$ cat config.mk
export PLATFORM = sky130hd
export DESIGN_NAME = rmaa_queue
export DESIGN_NICKNAME = d
export VERILOG_FILES = /design/src/rmaa_pkg.sv /design/src/rmaa_queue.sv
export SDC_FILE = /design/constraint.sdc
export NUM_CORES = 1
export LEC_CHECK = 0
export ABC_AREA = 1
export ABC_CLOCK_PERIOD_IN_PS = 3350
export BUFFER_PORTS_ARGS = -buffer_cell sky130_fd_sc_hd__buf_2
export CAP_MARGIN = 20
export CORE_ASPECT_RATIO = 0.75
export CORE_UTILIZATION = 52
export CTS_CLUSTER_DIAMETER = 30
export DETAILED_ROUTE_END_ITERATION = 12
export PLACE_DENSITY = 0.91
export SYNTH_ARGS = -nofsm -noshare
export SYNTH_HDL_FRONTEND = slang
export SYNTH_SLANG_ARGS = --single-unit
$ cat constraint.sdc
create_clock -name clk -period 3.35 [get_ports clk]
set_input_delay 0.5025 -clock clk [delete_from_list [all_inputs] [get_ports clk]]
set_output_delay 0.5025 -clock clk [all_outputs]
set_load 0.01 [all_outputs]
$ cat src/rmaa_pkg.sv
// Shared types, constants and register codes for the row-major array store.
// Used by every module of the block; depends on nothing else.
`timescale 1ns / 1ps

package rmaa_pkg;

    localparam int RMAA_CELLS      = 4096;
    localparam int RMAA_DATA_WIDTH = 32;
    localparam int MAX_DIMS        = 4;

    localparam int DIMS        = 4;
    localparam int DIM_SEL_W   = 2;
    localparam int IDX_W       = 13;
    localparam int BOUND_W     = 13;
    localparam int CNT_W       = 3;
    localparam int VALUE_W     = 32;
    localparam int QUEUE_DEPTH = 2;

    localparam int S_TDATA_W = 88;
    localparam int M_TDATA_W = 32;
    localparam int APB_ADDR_W = 5;
    localparam int APB_DATA_W = 32;

    localparam logic [2:0] REG_DIM_COUNT = 3'd0;
    localparam logic [2:0] REG_BOUND_0   = 3'd1;
    localparam logic [2:0] REG_BOUND_1   = 3'd2;
    localparam logic [2:0] REG_BOUND_2   = 3'd3;
    localparam logic [2:0] REG_BOUND_3   = 3'd4;

    localparam logic KIND_READ  = 1'b0;
    localparam logic KIND_WRITE = 1'b1;

    typedef struct packed {
        logic [CNT_W-1:0]               dim_count;
        logic [DIMS-1:0][BOUND_W-1:0]   bound;
    } rmaa_cfg_t;

    typedef struct packed {
        logic full;
        logic empty;
    } rmaa_qstat_t;

    typedef enum logic [1:0] {
        F_IDLE,
        F_WALK,
        F_PUSH
    } rmaa_fstate_t;

endpackage

$ cat src/rmaa_queue.sv
// Two-entry queue between the address front end and the store back end.
// Depends on rmaa_pkg for the depth and the status struct.
`timescale 1ns / 1ps

module rmaa_queue
    import rmaa_pkg::*;
#(
    parameter int ENTRY_W = 46
)
(
    input  logic               clk,
    input  logic               rst_n,
    input  logic               push,
    input  logic [ENTRY_W-1:0] push_data,
    input  logic               pop,
    output logic [ENTRY_W-1:0] head,
    output rmaa_qstat_t        status
);

    localparam int PTR_W = $clog2(QUEUE_DEPTH);

    logic [ENTRY_W-1:0] slot_reg [QUEUE_DEPTH];
    logic [PTR_W-1:0]   wr_ptr_reg;
    logic [PTR_W-1:0]   rd_ptr_reg;
    logic [PTR_W:0]     count_reg;
    logic [PTR_W:0]     count_next;

    always_comb
    begin
        count_next = count_reg;
        if (push && !pop)
        begin
            count_next = count_reg + 1'b1;
        end
        else if (pop && !push)
        begin
            count_next = count_reg - 1'b1;
        end
    end

    always_ff @(posedge clk or negedge rst_n)
    begin
        if (!rst_n)
        begin
            wr_ptr_reg <= '0;
            rd_ptr_reg <= '0;
            count_reg  <= '0;
        end
        else
        begin
            if (push)
            begin
                wr_ptr_reg <= wr_ptr_reg + 1'b1;
            end
            if (pop)
            begin
                rd_ptr_reg <= rd_ptr_reg + 1'b1;
            end
            count_reg <= count_next;
        end
    end

    always_ff @(posedge clk)
    begin
        if (push)
        begin
            slot_reg[wr_ptr_reg] <= push_data;
        end
    end

    assign head         = slot_reg[rd_ptr_reg];
    assign status.full  = (count_reg == (PTR_W+1)'(QUEUE_DEPTH));
    assign status.empty = (count_reg == '0);

endmodule

# Word level (Yosys, flattened, before mapping)
# Memory sizes are Yosys's and may differ from the RTL's.
# Index checks and enable logic that the tools add are counted.
[word_totals]
mem_count = 1
ff_bits = 4
elab_cells = 19
mem_bits_rw = 92
latchBits = 0
rom_bits = 0
output_inout_bits = 48
in_bits = 50
[op_classes]
shift = 0
n_reduce_logical = 6
magnitude_cmp = 0
div_mod_pow = 0
n_eq_ne = 1
add_sub_neg = 4
mux = 4
bitwise = 0
multipliers = 0
[memory_table]
columns = ["name", "words", "width", "read_ports", "rd_clocked_by_memory_dff", "write_ports", "line_no", "rtl"]
rows = [
  ["slot_reg", 2, 46, 1, 0, 1, "rmaa_queue.sv:22", "logic [ENTRY_W-1:0] slot_reg [QUEUE_DEPTH];"],
]
[op_table]
columns = ["cell", "count"]
rows = [
  ["two-way mux 2 bit", 2],
  ["adder 1 bit, second input constant", 2],
  ["adder 2 x 1 -> 2 bit, second input constant", 1],
  ["equality test 2 bit, second input constant", 1],
  ["logical AND 1 bit", 2],
  ["zero test 1 bit", 2],
  ["zero test 2 bit", 1],
  ["two-way mux 1 bit", 2],
  ["nonzero test 2 bit", 1],
  ["subtractor 2 x 1 -> 2 bit, second input constant", 1],
]

# Depth between registers and ports, before layout
[logic_depth]
ltp_word = 4
mapped_depth = 7
ltp_nobuf = 7

# Worst setup path after synthesis
# OpenSTA, ideal clock, no wires.
[synth_timing]
path_kind = "input port to flip-flop"
startpoint = "in push"
endpoint = "mem slot_reg[0][0] (enable)"
required_time_ns = 2.899
setup_time_ns = 0.451
arrival_ns = 2.476
n_path_buf = 0
cell_stages = 2
setup_slack_ns = 0.424
path_cell_list = "inv_1 -> nor2_1"
[synth_via]
elab_chain_len = 2
[synth_rtl]
columns = ["item", "line_no", "rtl"]
rows = [
  ["start, declared", "rmaa_queue.sv:13", "input logic push,"],
  ["two-way mux 1 bit", "rmaa_queue.sv:65", "if (push)"],
  ["two-way mux 1 bit (implied by the code)", "rmaa_queue.sv:67", "slot_reg[wr_ptr_reg] <= push_data;"],
  ["end, declared", "rmaa_queue.sv:22", ""],
]
# Every way passes these cells.

# Worst setup path after layout
[layout_timing]
startpoint = "reg rd_ptr_reg"
endpoint = "out head[37]"
[layout_via]
elab_chain_len = 1
[layout_rtl]
columns = ["item", "line_no", "rtl"]
rows = [
  ["start, declared", "rmaa_queue.sv:24", "logic [PTR_W-1:0] rd_ptr_reg;"],
  ["start signal, assigned", "rmaa_queue.sv:57", "rd_ptr_reg <= rd_ptr_reg + 1'b1;"],
  ["memory read (2 x 46 bit)", "n/a", ""],
  ["end, declared", "rmaa_queue.sv:16", "output logic [ENTRY_W-1:0] head,"],
]
# Every way passes these cells.

==> results.md <==
* Critical Path RT at 2850 ps
* First-pass GRT wire length at around 8.5 mm
* Max-cap viol count at 0
* Die area at 7362 um^2
* Leakage power at 0.001781 uW
* Syn Nets at between 200 and 250
* Die Y at 74.56 um
* Reg power frac at about half
* Initial antenna violation count at 0
* Sw frac at 28.62%
* Detailed Route WL at approximately 5.8 mm
* Final setup margin at 934.0 ps
* CTS tree: yes
* Seq/Total Area, Yosys at roughly four fifths
* Launch point of the critical path: rd_ptr_reg$_DFFE_PN0P_
* RR Startpoint: wr_ptr_reg$_DFFE_PN0P_
* Reg clk slew, reported paths at 90 ps
* Wl on met1 at 2.361 mm
* Worst-Margin Slew at 986.5 ps
* Via count at 1765
* DIE WIDTH at around 100 um
* Highest clock rate at 413.9 MHz
* Total power at 3521 uW
* Row cnt at 26
* DRT iter0 DRCs at 50
* Top Family by Delay on Critical Path: flip-flops
* Largest net degree at the start of global routing at 47
* Synthesized flop and latch total at 96
* Period Utilization, post-route at 72.12%
* Syn Area/Cell at 21.72 um^2
* Clock share of power at roughly a fifth
* Area Growth Syn to Fin at 21.22%
* Post CTS Setup Buffer Count at 0
* Min Clock Period, post-route at 2416 ps
* Post-CTS Hold Buffers at 1
* Initial Utilization at 53.68%
* Clock Skew at 6.312 ps
* Crit. End Element: output port
* Largest cells by area after synthesis: edfxtp_1 76%, mux2_4 12%, mux2_2 4.9%
* WL met3 at 302 um
* Metal2 WL at between 3 and 4 mm
* Pre-antenna DRT Iters at 4
* Critical path, cell by cell: buf_12 > mux2_2 > buf_2
* Cell taking the most area after synthesis: edfxtp_1
* DR vias/cell at 4.862
* Skew-Pair Late Insertion Delay at 350 ps
* Cells after DPL at 346
* CORE AREA at 6799 um^2
* Min-Delay Path Class: in2reg
* Post-Layout Cell Count at approximately 360
* GRT Total Usage at 16.25%
* Setup_tns at 0 ps
* Cells after Synth at 168
* H-tree levels at 3
* Worst hold start: push_data[2]
* Slowest CP cell: dfrtp_2
* Logic pwr share at 30.5%
* Final setup vio count at 0
* Residual DRC at 0
* GRT Residual Overflow at 0
* Slew headroom at 34.14%
* Worst-path maximum fanout at 26
* Synth top area share at 75.69%
* WS Path Type: reg2out
* # resized after CTS at 0
* Internal power at 2513 uW
* Share of cells above drive strength 1 at 57.71%
* Port bufs at 97
* Worst path max stage delay at roughly 770 ps
* HPWL Detailed at between 3 and 4 mm
* NumNets Final at 325
* Synthesized area at 3650 um^2
* Synth warnings at 0
* Run status: complete, no violations
* CTS sink cnt at 96
* Number of routed nets with antenna violations at 0
* Synth unique cells at 14
* RD Place Congestion at 0.6629
* Number of buffers on the longest clock path at 2
* I/O pin count at 98
* Layout Utilization at 65.07%
* DR WL/cell at 15.85 um
* Startpoint types: register
* RSZ-0062 raised after global routing: false
* Top Metal Used: met4
* Maximum vdd ir drop at 0.4271 mV
* Max-slew violations at 0
* Final hold vios at 0
* Largest register FFs at 92
* Vias in the first global route at ~1.7k
* CTS Buf Count at 9
* Setup WS pre-CTS at 1281 ps
* NetSw at 1008 uW
* Diodes inserted at 0
* WP buf/inv at 2
* Critical path data arrival time at ~1900 ps
* P per Cell Area at 795.8 nW/um^2
* Root Buffer: clkbuf_8
==> metrics by stage <==
step	hold WS [ps]	cell area (um^2)
after floorplan	206.9	3650
after global placement	312.0	4227
after detailed placement	314.7	4227
after CTS	311.9	4424
after global routing	314.0	4424
final	331.5	4424
==> routing by layer <==
metal / global-route usage (%) / vias up
met5: 0 / -
met2: 28.36 / 60
li1: - / 854
met1: 18.32 / 842
met3: 5.545 / 9
met4: 8.126 / 0
==> cell families (layout without fill, tap and decap cells) <==
| kind of cell | Yosys count | after routing | share of synthesized area, % |
|---|---|---|---|
| flip-flops | 96 | 96 | 78.44 |
| AND/OR/NAND/NOR | 10 | 10 | 1.131 |
| multiplexers | 46 | 46 | 17.28 |
| adder cells (fa/ha/maj) | 1 | 1 | 0.3428 |
| XOR/XNOR | 3 | 3 | 0.7200 |
| buffers and inverters | 12 | 123 | 2.091 |
==> power groups by stage <==
stage	registers [uW]	clock network (uW)	logic (uW)
floorplan	1680	0	822
global placement	1750	0	1080
detailed placement	1770	0	1090
CTS	1740	734	1100
global route	1760	773	1160
finish	1730	713	1070
==> worst reg2reg max path, delay by kind of cell (launching register included) <==
| kind | cells | cell delay, ps |
|---|---|---|
| buffers and inverters | 1 | 720 |
| DFF | 1 | 420 |
| and+or+nand+nor | 1 | 80 |
==> cell usage in the layout (no fill, tap or decap), drive strengths merged, types with 3 or more instances in the layout <==
master / count
buf: 99
clkbuf: 10
clkinvlp: 3
dfrtp: 4
edfxtp: 92
inv: 7
mux2: 46
nand2: 5
nor2: 3
==> cell type report <==
type	count	area, um^2
Clock buffer	10	127.6
Multi-Input combinational cell	60	718.2
Fill cell	473	2375
Clock inverter	6	60.06
Inverter	7	26.28
Timing Repair Buffer	100	523.0
Sequential cell	96	2864
Tap cell	84	105.1
==> cells in the mapped netlist, drive strengths merged <==
cell type	instances
buf	5
dfrtp	4
edfxtp	92
ha	1
inv	7
mux2	46
nand2	5
nand3	1
nand4	1
nor2	3
xnor2	1
xor2	2
==> path summary, 6_finish.rpt <==
check / to / slack [ps] / cells past startpoint
max in group asynchronous: rd_ptr_reg$_DFFE_PN0P_ / 2720 / 2
worst min register to register: count_reg[1]$_DFFE_PN0P_ / 510 / 2
worst max register to register: slot_reg[1][19]$_DFFE_PP_ / 1730 / 2
min in group asynchronous: count_reg[1]$_DFFE_PN0P_ / 490 / 2
worst min-delay path: slot_reg[0][2]$_DFFE_PP_ / 330 / 1
worst max-delay path: head[37] / 930 / 3
(Power assumes the default switching activity.)
