<file path="src/rmaa_pkg.sv">
// Shared types, constants and register codes for the row-major array store.
// Used by every module of the block; depends on nothing else.
`timescale 1ns / 1ps

package rmaa_pkg;

    localparam int RMAA_CELLS      = 4096;
    localparam int RMAA_DATA_WIDTH = 32;
    localparam int MAX_DIMS        = 4;

    localparam int DIMS        = 4;
    localparam int DIM_SEL_W   = 2;
    localparam int IDX_W       = 13;
    localparam int BOUND_W     = 13;
    localparam int CNT_W       = 3;
    localparam int VALUE_W     = 32;
    localparam int QUEUE_DEPTH = 2;

    localparam int S_TDATA_W = 88;
    localparam int M_TDATA_W = 32;
    localparam int APB_ADDR_W = 5;
    localparam int APB_DATA_W = 32;

    localparam logic [2:0] REG_DIM_COUNT = 3'd0;
    localparam logic [2:0] REG_BOUND_0   = 3'd1;
    localparam logic [2:0] REG_BOUND_1   = 3'd2;
    localparam logic [2:0] REG_BOUND_2   = 3'd3;
    localparam logic [2:0] REG_BOUND_3   = 3'd4;

    localparam logic KIND_READ  = 1'b0;
    localparam logic KIND_WRITE = 1'b1;

    typedef struct packed {
        logic [CNT_W-1:0]               dim_count;
        logic [DIMS-1:0][BOUND_W-1:0]   bound;
    } rmaa_cfg_t;

    typedef struct packed {
        logic full;
        logic empty;
    } rmaa_qstat_t;

    typedef enum logic [1:0] {
        F_IDLE,
        F_WALK,
        F_PUSH
    } rmaa_fstate_t;

endpackage

</file>
<file path="src/rmaa_front.sv">
// Front end: takes a word, checks each index and folds the row-major offset,
// one dimension per cycle on a shared multiply-add. Depends on rmaa_pkg.
`timescale 1ns / 1ps

module rmaa_front
    import rmaa_pkg::*;
#(
    parameter int CELLS = RMAA_CELLS
)
(
    input  logic                          clk,
    input  logic                          rst_n,
    input  logic                          s_tvalid,
    output logic                          s_tready,
    input  logic                          kind,
    input  logic [VALUE_W-1:0]            write_value,
    input  logic [DIMS-1:0][IDX_W-1:0]    index,
    input  rmaa_cfg_t                     cfg,
    input  rmaa_qstat_t                   q_status,
    output logic                          push,
    output logic [$clog2(CELLS)+VALUE_W+1:0] push_data
);

    localparam int AW = $clog2(CELLS);
    localparam int SW = AW + BOUND_W + 1;

    rmaa_fstate_t state_reg;
    rmaa_fstate_t state_next;

    logic                         kind_reg;
    logic [VALUE_W-1:0]           wval_reg;
    logic [DIMS-1:0][IDX_W-1:0]   idx_reg;
    logic [DIM_SEL_W-1:0]         dim_reg;
    logic [AW-1:0]                acc_reg;
    logic                         bad_reg;

    logic [DIM_SEL_W-1:0]         last_dim;
    logic [IDX_W-1:0]             idx;
    logic [BOUND_W-1:0]           bnd;
    logic [AW+BOUND_W-1:0]        prod;
    logic [SW-1:0]                sum;
    logic                         step_bad;
    logic                         accept;

    always_comb
    begin
        if (cfg.dim_count == '0)
        begin
            last_dim = '0;
        end
        else if (cfg.dim_count > CNT_W'(MAX_DIMS))
        begin
            last_dim = DIM_SEL_W'(MAX_DIMS - 1);
        end
        else
        begin
            last_dim = DIM_SEL_W'(cfg.dim_count - 1'b1);
        end
    end

    assign idx  = idx_reg[dim_reg];
    assign bnd  = cfg.bound[dim_reg];
    assign prod = {{BOUND_W{1'b0}}, acc_reg} * {{AW{1'b0}}, bnd};
    assign sum  = {1'b0, prod} + {{(SW-IDX_W){1'b0}}, idx};

    // A negative index, an index at or past its bound, or a partial offset
    // already past the store all reject the access.
    assign step_bad = idx[IDX_W-1] || (idx >= bnd) || (sum >= SW'(CELLS));

    always_comb
    begin
        state_next = state_reg;
        case (state_reg)
            F_IDLE:
            begin
                if (s_tvalid)
                begin
                    state_next = F_WALK;
                end
            end
            F_WALK:
            begin
                if (dim_reg == last_dim)
                begin
                    state_next = F_PUSH;
                end
            end
            F_PUSH:
            begin
                if (!q_status.full)
                begin
                    state_next = F_IDLE;
                end
            end
            default:
            begin
                state_next = F_IDLE;
            end
        endcase
    end

    always_comb
    begin
        s_tready = 1'b0;
        push     = 1'b0;
        case (state_reg)
            F_IDLE:
            begin
                s_tready = 1'b1;
            end
            F_PUSH:
            begin
                push = !q_status.full;
            end
            default:
            begin
                s_tready = 1'b0;
                push     = 1'b0;
            end
        endcase
    end

    assign accept    = s_tvalid && s_tready;
    assign push_data = {!bad_reg, kind_reg, wval_reg, acc_reg};

    always_ff @(posedge clk or negedge rst_n)
    begin
        if (!rst_n)
        begin
            state_reg <= F_IDLE;
        end
        else
        begin
            state_reg <= state_next;
        end
    end

    always_ff @(posedge clk)
    begin
        if (accept)
        begin
            kind_reg <= kind;
            wval_reg <= write_value;
            idx_reg  <= index;
            dim_reg  <= '0;
            acc_reg  <= '0;
            bad_reg  <= 1'b0;
        end
        else if (state_reg == F_WALK)
        begin
            acc_reg <= sum[AW-1:0];
            bad_reg <= bad_reg || step_bad;
            dim_reg <= dim_reg + 1'b1;
        end
    end

endmodule

</file>
<file path="config.mk">
export PLATFORM = sky130hd
export DESIGN_NAME = rmaa_front
export DESIGN_NICKNAME = d
export VERILOG_FILES = /design/src/rmaa_pkg.sv /design/src/rmaa_front.sv
export SDC_FILE = /design/constraint.sdc
export NUM_CORES = 1
export LEC_CHECK = 0
export BUFFER_PORTS_ARGS = -buffer_cell sky130_fd_sc_hd__buf_2
export CAP_MARGIN = 20
export CELL_PAD_IN_SITES_DETAIL_PLACEMENT = 0
export CELL_PAD_IN_SITES_GLOBAL_PLACEMENT = 1
export CORE_ASPECT_RATIO = 1.5
export CORE_MARGIN = 8
export CORE_UTILIZATION = 40
export CTS_CLUSTER_SIZE = 25
export DETAILED_ROUTE_END_ITERATION = 7
export PLACE_DENSITY = 0.77
export REMOVE_ABC_BUFFERS = 1
export SYNTH_ARGS = -nofsm -noshare
export SYNTH_HDL_FRONTEND = slang
export SYNTH_SLANG_ARGS = --single-unit
</file>
<file path="constraint.sdc">
create_clock -name clk -period 8.8 [get_ports clk]
set_clock_uncertainty 0.2 [all_clocks]
set_input_delay 1.32 -clock clk [delete_from_list [all_inputs] [get_ports clk]]
set_output_delay 1.32 -clock clk [all_outputs]
set_load 0.01 [all_outputs]
</file>
# --- After elaboration in Yosys (flattened, before gate mapping) ---
# Index checks and enable logic that the tools add are counted.
# Widths: inputs -> output; s select.
word_totals:
  ff_bits: 102
  latch_bits: 0
  ram_bits: 0
  mem_bits_ro: 0
  inputBits: 145
  output_inout_bits: 48
  wordCells: 45
  mem_count: 0
op_classes:
  n_addsub: 3
  mul: 1
  n_div: 0
  order_cmp: 4
  n_eq_ne: 6
  shift: 0
  mux: 12
  bitwise_logic: 0
  reduce_logical: 9
ops:
  columns: ["cell", "n"]
  rows:
  - ["$bmux 13 s2", 2]
  - ["$add 25x13->26", 1]
  - ["$ge 26x13->1 const B", 1]
  - ["$mux 13", 2]
  - ["$mul 12x13->25", 1]
  - ["$ge 13x13->1", 1]
  - ["$mux 2", 5]
  - ["$ne 2x2->1 const B", 3]
  - ["$pmux 2 s3", 1]
  - ["$gt 3x3->1 const B", 1]
  - ["$logic_not 3->1", 1]
  - ["$logic_or 1x1->1", 3]
  - ["$lt 2x3->1 const B", 1]
  - ["$reduce_and 3->1", 1]
  - ["$add 2x1->2 const B", 1]
  - ["$eq 2x1->1 const B", 1]
  - ["$eq 2x2->1", 1]
  - ["$eq 2x2->1 const B", 1]
  - ["$logic_not 1->1", 2]
  - ["$logic_not 2->1", 1]
  - ["$mux 1", 2]
  - ["$sub 2x1->2 const B", 1]
  - ["$logic_and 1x1->1", 1]

# --- Logic depth before layout (Yosys ltp) ---
# Gate-level depths: netlist of the first run.
depth:
  word_depth: 7
  ltp_mapped: 24
  mapped_depth_nobuf: 21

# --- Least setup slack after synthesis of the first run ---
# Ideal clock, no wire load.
synth_path:
  path_type: "input -> register"
  startpoint: "input port cfg[42] in the netlist's numbering"
  endpoint: "register bad_reg"
  setup_ps: 128
  arrival_ps: 6768
  required_time_ps: 8472
  slack_ps: 1704
  cell_stages: 20
  n_path_buf: 2
  cell_sequence: "mux4_2 clkbuf_1 and2_1 fa_1 fa_1 fa_1 fa_1 inv_1 fa_1 inv_1 ha_1 buf_2 and4_1 nand3_1 o31ai_1 nor4b_2 nand4_1 or4_1 a211oi_2 a31oi_1"
synth_via:
  elab_chain_cells: 7
  elab_cells_between_ends: 9
  cone_classes: "add/sub: 1; mul: 1; order compare: 2; mux: 2; reduce/logical: 3"
synth_rtl:
  columns: ["item", "line_no", "source"]
  rows:
  - ["start, declared", "rmaa_front.sv:18", "input rmaa_cfg_t cfg,"]
  - ["$bmux 13 s2 *", "rmaa_front.sv:62", "assign bnd = cfg.bound[dim_reg];"]
  - ["$mux 13 (implied by the code) *", "rmaa_front.sv:62", null]
  - ["$mul 12x13->25", "rmaa_front.sv:63", "assign prod = {{BOUND_W{1'b0}}, acc_reg} * {{AW{1'b0}}, bnd};"]
  - ["$add 25x13->26", "rmaa_front.sv:64", "assign sum = {1'b0, prod} + {{(SW-IDX_W){1'b0}}, idx};"]
  - ["$ge 26x13->1", "rmaa_front.sv:68", "assign step_bad = idx[IDX_W-1] || (idx >= bnd) || (sum >= SW'(CELLS));"]
  - ["$logic_or 1x1->1 *", "rmaa_front.sv:68", null]
  - ["$logic_or 1x1->1 *", "rmaa_front.sv:152", "bad_reg <= bad_reg || step_bad;"]
  - ["end signal, assigned", "rmaa_front.sv:152", null]
  - ["end, declared", "rmaa_front.sv:35", "logic bad_reg;"]
# Every way passes the cells marked *; elsewhere a longest branch is shown, timed or not. The select of a mux whose other input is x is not followed.
# A chain may end at the register's enable or synchronous reset.

# --- Worst setup path in the final report of the first run ---
# Same ends and word-level chain as after synthesis.

==> results of run 1 <==
## through the flow
stage / instance area (um2) / cells
2_1_floorplan: 9880 / 902
3_3_place_gp: 11300 / 1434
3_5_place_dp: 11300 / 1434
4_1_cts: 11700 / 1450
5_1_grt: 11700 / 1451
6_report: 11700 / 1451
## cells in the mapped netlist, drive strengths merged, types with 3 or more instances
| cell | instances | area [um2] |
|---|---|---|
| dfxtp | 15 | 300 |
| mux4 | 26 | 586 |
| buf | 7 | 36.3 |
| xor2 | 5 | 43.8 |
| o31ai | 3 | 22.5 |
| nor2b | 7 | 53.8 |
| o21ai | 19 | 95.1 |
| nor3 | 7 | 35.0 |
| a21o | 10 | 75.1 |
| mux2i | 5 | 50.1 |
| a211oi | 4 | 35.0 |
| a31oi | 4 | 25.0 |
| ha | 87 | 1090 |
| edfxtp | 85 | 2550 |
| inv | 178 | 668 |
| fa | 123 | 2460 |
| nand2 | 123 | 462 |
| a21oi | 34 | 170 |
| o21bai | 3 | 22.5 |
| clkbuf | 34 | 128 |
| nand3 | 11 | 55.1 |
| xnor2 | 6 | 52.6 |
| nand2b | 10 | 62.6 |
| nor2 | 17 | 63.8 |
| and2 | 69 | 432 |
| nand4 | 7 | 43.8 |
| nor4b | 3 | 32.5 |
## worst register-to-register path, stage by stage (launching register included)
cell      delay, ps
dfxtp_2         830
mux4_2          800
and2_1          270
fa_1            500
fa_1            520
fa_1            530
fa_1            550
inv_1            60
fa_1            530
inv_1            50
ha_1            510
a21oi_1         110
o21ai_1         390
o31ai_1         140
nor4b_2         290
nand4_1         110
or4_1           550
a211oi_2        160
a31oi_1         110
## per-layer routing
layer,global-route usage [%],share of wire (%)
met1,19.3,37
met2,34.5,55
met3,3.30,4.9
met4,7.78,4.0
met5,0,0
## area by class of cell
cell class	instances	area, um2
repair buffers	204	1050
flip-flops and latches	102	2900
multi-input cells	622	6310
inverters	178	668
clock buffers	9	225
well taps	328	410
clock inverters	7	93.8
fillers	2429	13200
diodes	1	2.50
## kinds of logic after synthesis
kind of cell,synth area share (%)
compound gates,6.60
xor+xnor,0.959
fa+ha+maj,35.3
buf+inv,8.28
flops,28.9
mux,6.44
simple gates,13.5
## worst max-delay path by stage
stage,start,endpoint,slack [ps],depth (start not counted)
3_5_place_dp,cfg[46],bad_reg,1030,21
6_report,cfg[42],bad_reg,1380,19
5_1_grt,dim_reg[0],bad_reg,1110,18
3_3_place_gp,cfg[42],bad_reg,990,19
4_1_cts,cfg[46],bad_reg,1370,21
2_1_floorplan,dim_reg[0],bad_reg,1540,20
## placed cells by master (no fill, tap or decap), types with 3 or more instances in the layout
cell type and instances:
o21bai_1 3, a21o_1 10, clkinv_8 3, buf_2 191
nand2_1 123, clkbuf_16 9, nor2_1 17, dfxtp_1 14
o21ai_0 18, xor2_1 5, o31ai_1 3, nor2b_1 5
inv_1 178, a211oi_1 3, edfxtp_1 85, buf_4 13
nand2b_1 10, nand3_1 11, ha_1 87, mux2i_1 5
mux4_2 26, fa_1 123, xnor2_1 6, a21oi_1 34
nor3_1 7, nand4_1 7, a31oi_1 4, and2_1 68
==> results by group, run 1 <==
Floorplanning
  – Core ar.: 0.0249 mm2
  – Core Rows: 71
  – Die Span Y: 210 um
  – Starting density of the core: 40.4%
  – Die area: 0.0305 mm2
  – Die W: 145 um
  – # IOs: 193

Clocking
  – Clock slew at the register clock pins of the worst setup and hold paths: 80 ps
  – CTS Buf Count: 9
  – Post-cts resize count: 0
  – Setup bufs post-CTS: 0
  – # clock sinks: 102
  – H-tree levels: 3
  – CTS tree: yes
  – Clk_lat worst skew: 350 ps
  – Hold_buf cts: 0
  – Clk buf depth: 2
  – Clock root cell: clkbuf_16

Critical path
  – Setup CP Type: in -> reg
  – Critical Path AT: 7450 ps
  – Critical Path RT: 8830 ps
  – R2r setup slk: 1480 ps
  – Critical-path top delay cell: mux4_2
  – Largest stage delay, worst path: 660 ps
  – Worst r2r dst: bad_reg
  – CP delay by family, top: adder cells
  – Reg-to-Reg Start: dim_reg[0]
  – Reg2reg path depth: 18
  – Worst-path maximum fanout: 13
  – Buf/Inv on CP: 3
  – CP most frequent cell: fa_1
  – Nature of the critical path endpoint: flop
  – Startpoint types: input port
  – Crit-path cells: buf_2 > mux4_2 > and2_1 > fa_1 > fa_1 > fa_1 > fa_1 > inv_1 > fa_1 > inv_1 > ha_1 > a21oi_1 > o21ai_1 > o31ai_1 > nor4b_2 > nand4_1 > or4_1 > a211oi_2 > a31oi_1

Job
  – Max-cap viol count: 0

Global route
  – Vias in the first global route: 8240
  – Overall routing resource usage: 18.2%
  – Pin count of the biggest net entering global routing: 73
  – GRT overflow: 0
  – First-pass GRT wire length: 43.8 mm
  – Initial antenna violation count: 1

Timing
  – Hold Worst Slack: 420 ps
  – Setup TNS: 0 ps
  – Max frequency: 0.135 GHz
  – Max-slew headroom: 41.3%
  – Final-report hold violation count: 0
  – Max Slew Vio Count: 0
  – Post-layout min period: 7420 ps
  – Min setup slack post-route: 1380 ps
  – Setup violations, final: 0
  – Tightest Pin Transition: 881 ps
  – RSZ-0062 raised after global routing: false
  – Final worst-path cycle share: 84.3%

Yosys
  – FF+latch count, synth: 102
  – Synth warnings: 0
  – Cells after Synth: 943
  – Unique masters post-synth: 63
  – Synthesized area per cell: 10.7 um2
  – Dominant synthesized flop cell: edfxtp_1
  – Mapped cell area: 0.0100 mm2
  – Post-synth EDFFs: 85
  – Sequential fraction of the synthesis area: 28.9%
  – Fraction of registers with async set/reset: 1.96%

Final layout
  – Max reg flops: 52
  – Layout cells sized above 1: 23.1%
  – Fin util: 46.9%
  – Area grow syn2layout: 16.2%
  – Post-layout nets: 1472

Detailed routing
  – DR pass1 iterations: 4
  – DR iter-0 viols: 276
  – Final WL: 26.8 mm
  – WL per Instance: 18.5 um
  – Via Count: 7281
  – Drt drc: 0
  – Routed vias/inst: 5.02
  – Routed Antenna Nets: 0

Hold path
  – Worst Hold Launch: bad_reg
  – Hold Path Class: reg -> reg
  – WHS Path Cells: 3
  – Hold EP: bad_reg

Placement
  – Final HPWL DP: 22.2 mm
  – GP Congestion: 0.912
  – Buffers on Ports: 191
  – Dpl ws: 1030 ps

Outcome
  – Outcome: complete, no violations
Power of run 1 is left out: the tool's default activity adds up to more than one toggle a clock period on the data nets, which glitch-free logic cannot reach.
==> run 2, diff against run 1 <==
==> constraint.sdc (replaced) <==
create_clock -name clk -period 7.3 [get_ports clk]
set_clock_uncertainty 0.2 [all_clocks]
set_input_delay 1.095 -clock clk [delete_from_list [all_inputs] [get_ports clk]]
set_output_delay 1.095 -clock clk [all_outputs]
set_load 0.01 [all_outputs]
==> run 2 against run 1 <==
Critical path depth is 1 higher. First-iteration DRC count is 7.6% higher. Global-route usage up 0.30 points. Sequential cell count is the same. Via count up 1.8%. Largest cell class unchanged.
==> results by group, run 2 (synthesis gave the netlist of run 1 again) <==
Detailed routing
  – Drt drc: 0
  – Final WL: 27.1 mm
  – DR pass1 iterations: 4
  – Routed vias/inst: 4.98
  – Via Count: 7413
  – DR iter-0 viols: 297
  – WL per Instance: 18.2 um
  – Routed Antenna Nets: 0

Placement
  – Buffers on Ports: 191
  – DP Area: 0.0117 mm2
  – Final HPWL DP: 23.1 mm
  – GP Congestion: 0.893
  – Cells after DPL: 1473

Final layout
  – Area grow syn2layout: 19.3%
  – Most frequent cells in the layout: buf_2 (191), inv_1 (178), nand2_1 (123), fa_1 (123), ha_1 (87)
  – N_diodes: 0
  – Fin util: 48.2%
  – Commonest non-fill, non-tap cell in the layout: buf_2
  – FILL cells: 2419
  – Post-layout nets: 1511
  – Post-Layout Cell Count: 1489
  – Layout cells sized above 1: 25.7%
  – Design area: 0.0120 mm2
  – Max reg flops: 52

Timing
  – Setup violations, final: 0
  – Post-layout min period: 6960 ps
  – Max frequency: 0.144 GHz
  – Final-report hold violation count: 0
  – Max-slew headroom: 40.4%
  – Tightest Pin Transition: 894 ps
  – RSZ-0062 raised after global routing: false
  – Max Slew Vio Count: 0
  – Final worst-path cycle share: 95.3%
  – Hold Worst Slack: 322 ps

Floorplanning
  – # IOs: 193
  – Core ar.: 0.0249 mm2
  – Die Span Y: 210 um
  – Core Rows: 71
  – Starting density of the core: 40.4%
  – Die W: 145 um
  – Die area: 0.0305 mm2

Clocking
  – Setup bufs post-CTS: 0
  – Clk buf depth: 2
  – Clock slew at the register clock pins of the worst setup and hold paths: 80 ps
  – Hold_buf cts: 0
  – # clock sinks: 102
  – CTS tree: yes
  – CTS Buf Count: 9
  – Clk_lat worst skew: 360 ps
  – Clock root cell: clkbuf_16
  – Post-cts resize count: 0
  – H-tree levels: 3

Global route
  – Vias in the first global route: 8431
  – Initial antenna violation count: 0
  – Pin count of the biggest net entering global routing: 76
  – First-pass GRT wire length: 44.3 mm
  – GRT overflow: 0
  – Overall routing resource usage: 18.5%

Job
  – Max-cap viol count: 0

Critical path
  – R2r setup slk: 380 ps
  – Worst-path maximum fanout: 13
  – Nature of the critical path endpoint: flop
  – Setup CP Type: in -> reg
  – Critical Path RT: 7340 ps
  – Critical Path AT: 7000 ps
  – Startpoint types: input port

Hold path
  – Hold Path Class: in -> async

Outcome
  – Outcome: complete, no violations
[run 2: changes by cell type in the layout (fill, tap and decap cells not counted), sizes merged]
cell,before,now
buf,204,243
inv,182,179
clkinv,3,5
clkinvlp,0,1
diode,1,0
[run 2: worst paths after layout]
kind / from / endpoint / depth (start not counted)
setup reg to reg: dim_reg[0] / bad_reg / 20
min in group clk: acc_reg[9] / acc_reg[9] / 2
hold reg to reg: acc_reg[9] / acc_reg[9] / 2
setup / recovery: cfg[42] / bad_reg / 20
hold / removal: rst_n / state_reg[0] / 1
max in group asynchronous: rst_n / state_reg[1] / 1
[run 2: layer usage]
layer | part of all wire, % | up-vias | track usage (%)
met5 | 0 | - | 0
met4 | 3.3 | 0 | 6.99
met3 | 4.8 | 45 | 3.28
met2 | 55 | 206 | 35.9
met1 | 37 | 3653 | 19.4
li1 | - | 3509 | -
[run 2: worst max-delay path, cell delays in order]
cell and delay [ps]:
buf_2 100, mux4_2 650, and2_1 260, fa_1 500
fa_1 520, fa_1 520, fa_1 540, inv_1 60
fa_1 530, inv_1 50, ha_1 310, buf_4 180
and4_1 230, nand3_1 100, o31ai_1 90, nor4b_2 330
nand4_1 120, or4_1 550, a211oi_2 160, a31oi_1 100
[run 2: layout make-up]
class                   instances  area [um2]  share of cell area [%]
repair buffers                243        1370                    11.4
well taps                     328         410                    3.42
clock inverters                 7        90.1                   0.752
flip-flops and latches        102        2900                    24.2
multi-input cells             622        6310                    52.7
inverters                     178         668                    5.58
clock buffers                   9         225                    1.88
[run 2: per-stage QoR]
stage / setup WS (ps) / setup TNS [ps]
after floorplan: 42.9 / 0
after global placement: -3.58 / -3.58
after detailed placement: -16.1 / -16.1
after CTS: 327 / 0
after global routing: 80.0 / 0
final: 342 / 0
Power of run 2 is left out for the same reason.
==> run 3, diff against run 2 <==
--- a/config.mk
+++ b/config.mk
@@ -16,6 +16,7 @@
 export DETAILED_ROUTE_END_ITERATION = 7
 export PLACE_DENSITY = 0.77
 export REMOVE_ABC_BUFFERS = 1
+export SETUP_SLACK_MARGIN = 0.5
 export SYNTH_ARGS = -nofsm -noshare
 export SYNTH_HDL_FRONTEND = slang
 export SYNTH_SLANG_ARGS = --single-unit
==> run 3 against run 2 <==
Die area unchanged. Critical path depth rose by 2. Worst hold slack got worse by 0.85 ps. Design area grew 3.4%. Highest routed layer unchanged. Register-to-register slack gained 430 ps. Wire length increased by 2.3%. Final cell count increased by 1.2%. Sequential cell count unchanged. Global-route usage increased by 0.10 points. Clock-buffer cell count unchanged.
==> results by group, run 3 (synthesis gave the netlist of run 1 again) <==
Clocking
  – Clk_lat worst skew: 360 ps
  – H-tree levels: 3
  – Clk buf depth: 2
  – Hold_buf cts: 0
  – CTS tree: yes
  – Clock slew at the register clock pins of the worst setup and hold paths: 80 ps
  – Clock root cell: clkbuf_16
  – CTS Buf Count: 9
  – # clock sinks: 102

Detailed routing
  – Routed vias/inst: 4.96
  – Final WL: 27.7 mm
  – Routed Antenna Nets: 0
  – DR iter-0 viols: 281
  – WL per Instance: 18.4 um
  – Via Count: 7480
  – Drt drc: 0
  – DR pass1 iterations: 4

Global route
  – Vias in the first global route: 8460
  – Initial antenna violation count: 0
  – Overall routing resource usage: 18.6%
  – First-pass GRT wire length: 44.6 mm
  – GRT overflow: 0
  – Pin count of the biggest net entering global routing: 76

Floorplanning
  – Starting density of the core: 40.4%
  – Core ar.: 0.0249 mm2
  – Die area: 0.0305 mm2
  – Die W: 145 um
  – Die Span Y: 210 um
  – Core Rows: 71
  – # IOs: 193

Placement
  – DP Area: 0.0117 mm2
  – Final HPWL DP: 23.1 mm
  – GP Congestion: 0.893
  – Buffers on Ports: 191
  – Dpl ws: -16.1 ps

Critical path
  – Setup CP Type: in -> reg
  – Worst r2r dst: bad_reg
  – Reg2reg path depth: 19
  – Worst-path maximum fanout: 7
  – Critical Path RT: 7340 ps
  – R2r setup slk: 810 ps
  – Critical Path AT: 6700 ps
  – Nature of the critical path endpoint: flop
  – Reg-to-Reg Start: dim_reg[0]
  – Startpoint types: input port

Outcome
  – Outcome: complete, no violations

Final layout
  – Layout cells sized above 1: 30.4%
  – Most frequent cells in the layout: buf_2 (190), inv_1 (173), nand2_1 (123)
  – N_diodes: 0
  – Post-layout nets: 1529
  – Design area: 0.0124 mm2
  – Max reg flops: 52
  – Area grow syn2layout: 23.4%
  – Commonest non-fill, non-tap cell in the layout: buf_2

Timing
  – Max Slew Vio Count: 0
  – RSZ-0062 raised after global routing: false
  – Max-slew headroom: 40.7%
  – Final-report hold violation count: 0
  – Min setup slack post-route: 637 ps
  – Max frequency: 0.150 GHz
  – Post-layout min period: 6660 ps
  – Setup violations, final: 0
  – Tightest Pin Transition: 890 ps
  – Final worst-path cycle share: 91.3%
  – Setup TNS: 0 ps

Hold path
  – Hold Path Class: in -> async

Job
  – Max-cap viol count: 0
[run 3: layout make-up]
class | count | area, um2
inverters | 178 | 668
repair buffers | 261 | 1550
clock buffers | 9 | 225
clock inverters | 7 | 90.1
multi-input cells | 622 | 6550
flip-flops and latches | 102 | 2910
well taps | 328 | 410
fillers | 2371 | 12500
[run 3: worst max-delay path by stage]
stage          cells past startpoint       start      end
6_report                          22     cfg[44]  bad_reg
5_1_grt                           22     cfg[47]  bad_reg
4_1_cts                           20     cfg[41]  bad_reg
3_5_place_dp                      20     cfg[42]  bad_reg
3_3_place_gp                      20     cfg[42]  bad_reg
2_1_floorplan                     20  dim_reg[0]  bad_reg
[run 3: timing repair]
| item | CTS | global route |
|---|---|---|
| hold endpoints to repair | 0 | 0 |
| pin swaps | 5 | 35 |
| buffers inserted | 3 | 15 |
| gates resized for setup | 12 | 52 |
| setup endpoints to repair | 1 | 1 |
[run 3: through the flow]
stage	hold slack, ps	instances	utilization [%]
2_1_floorplan	397	902	-
3_3_place_gp	375	1473	46.9
3_5_place_dp	369	1473	46.9
4_1_cts	308	1492	48.5
5_1_grt	312	1507	49.8
6_report	321	1507	49.8
[run 3: metal layers]
layer | vias up | wire length [um] | track usage [%]
met5 | - | 0 | 0
met4 | 0 | 1090 | 7.56
met1 | 3698 | 10200 | 19.4
met3 | 45 | 1260 | 3.15
li1 | 3546 | - | -
met2 | 191 | 15200 | 36.0
[run 3: worst max-delay path: stages]
cell      delay (ps)
buf_2            100
mux4_2           550
buf_6            160
buf_4            170
nand2_1           90
fa_1             430
fa_1             490
inv_1             50
fa_1             500
inv_1             50
fa_1             470
fa_1             500
inv_1             60
ha_4             230
o21ai_1           70
a21oi_1           90
o41ai_2          380
mux2i_1          240
o31ai_1          100
or4_4            550
a211oi_2         200
a31oi_1          100
Power of run 3 is left out for the same reason.
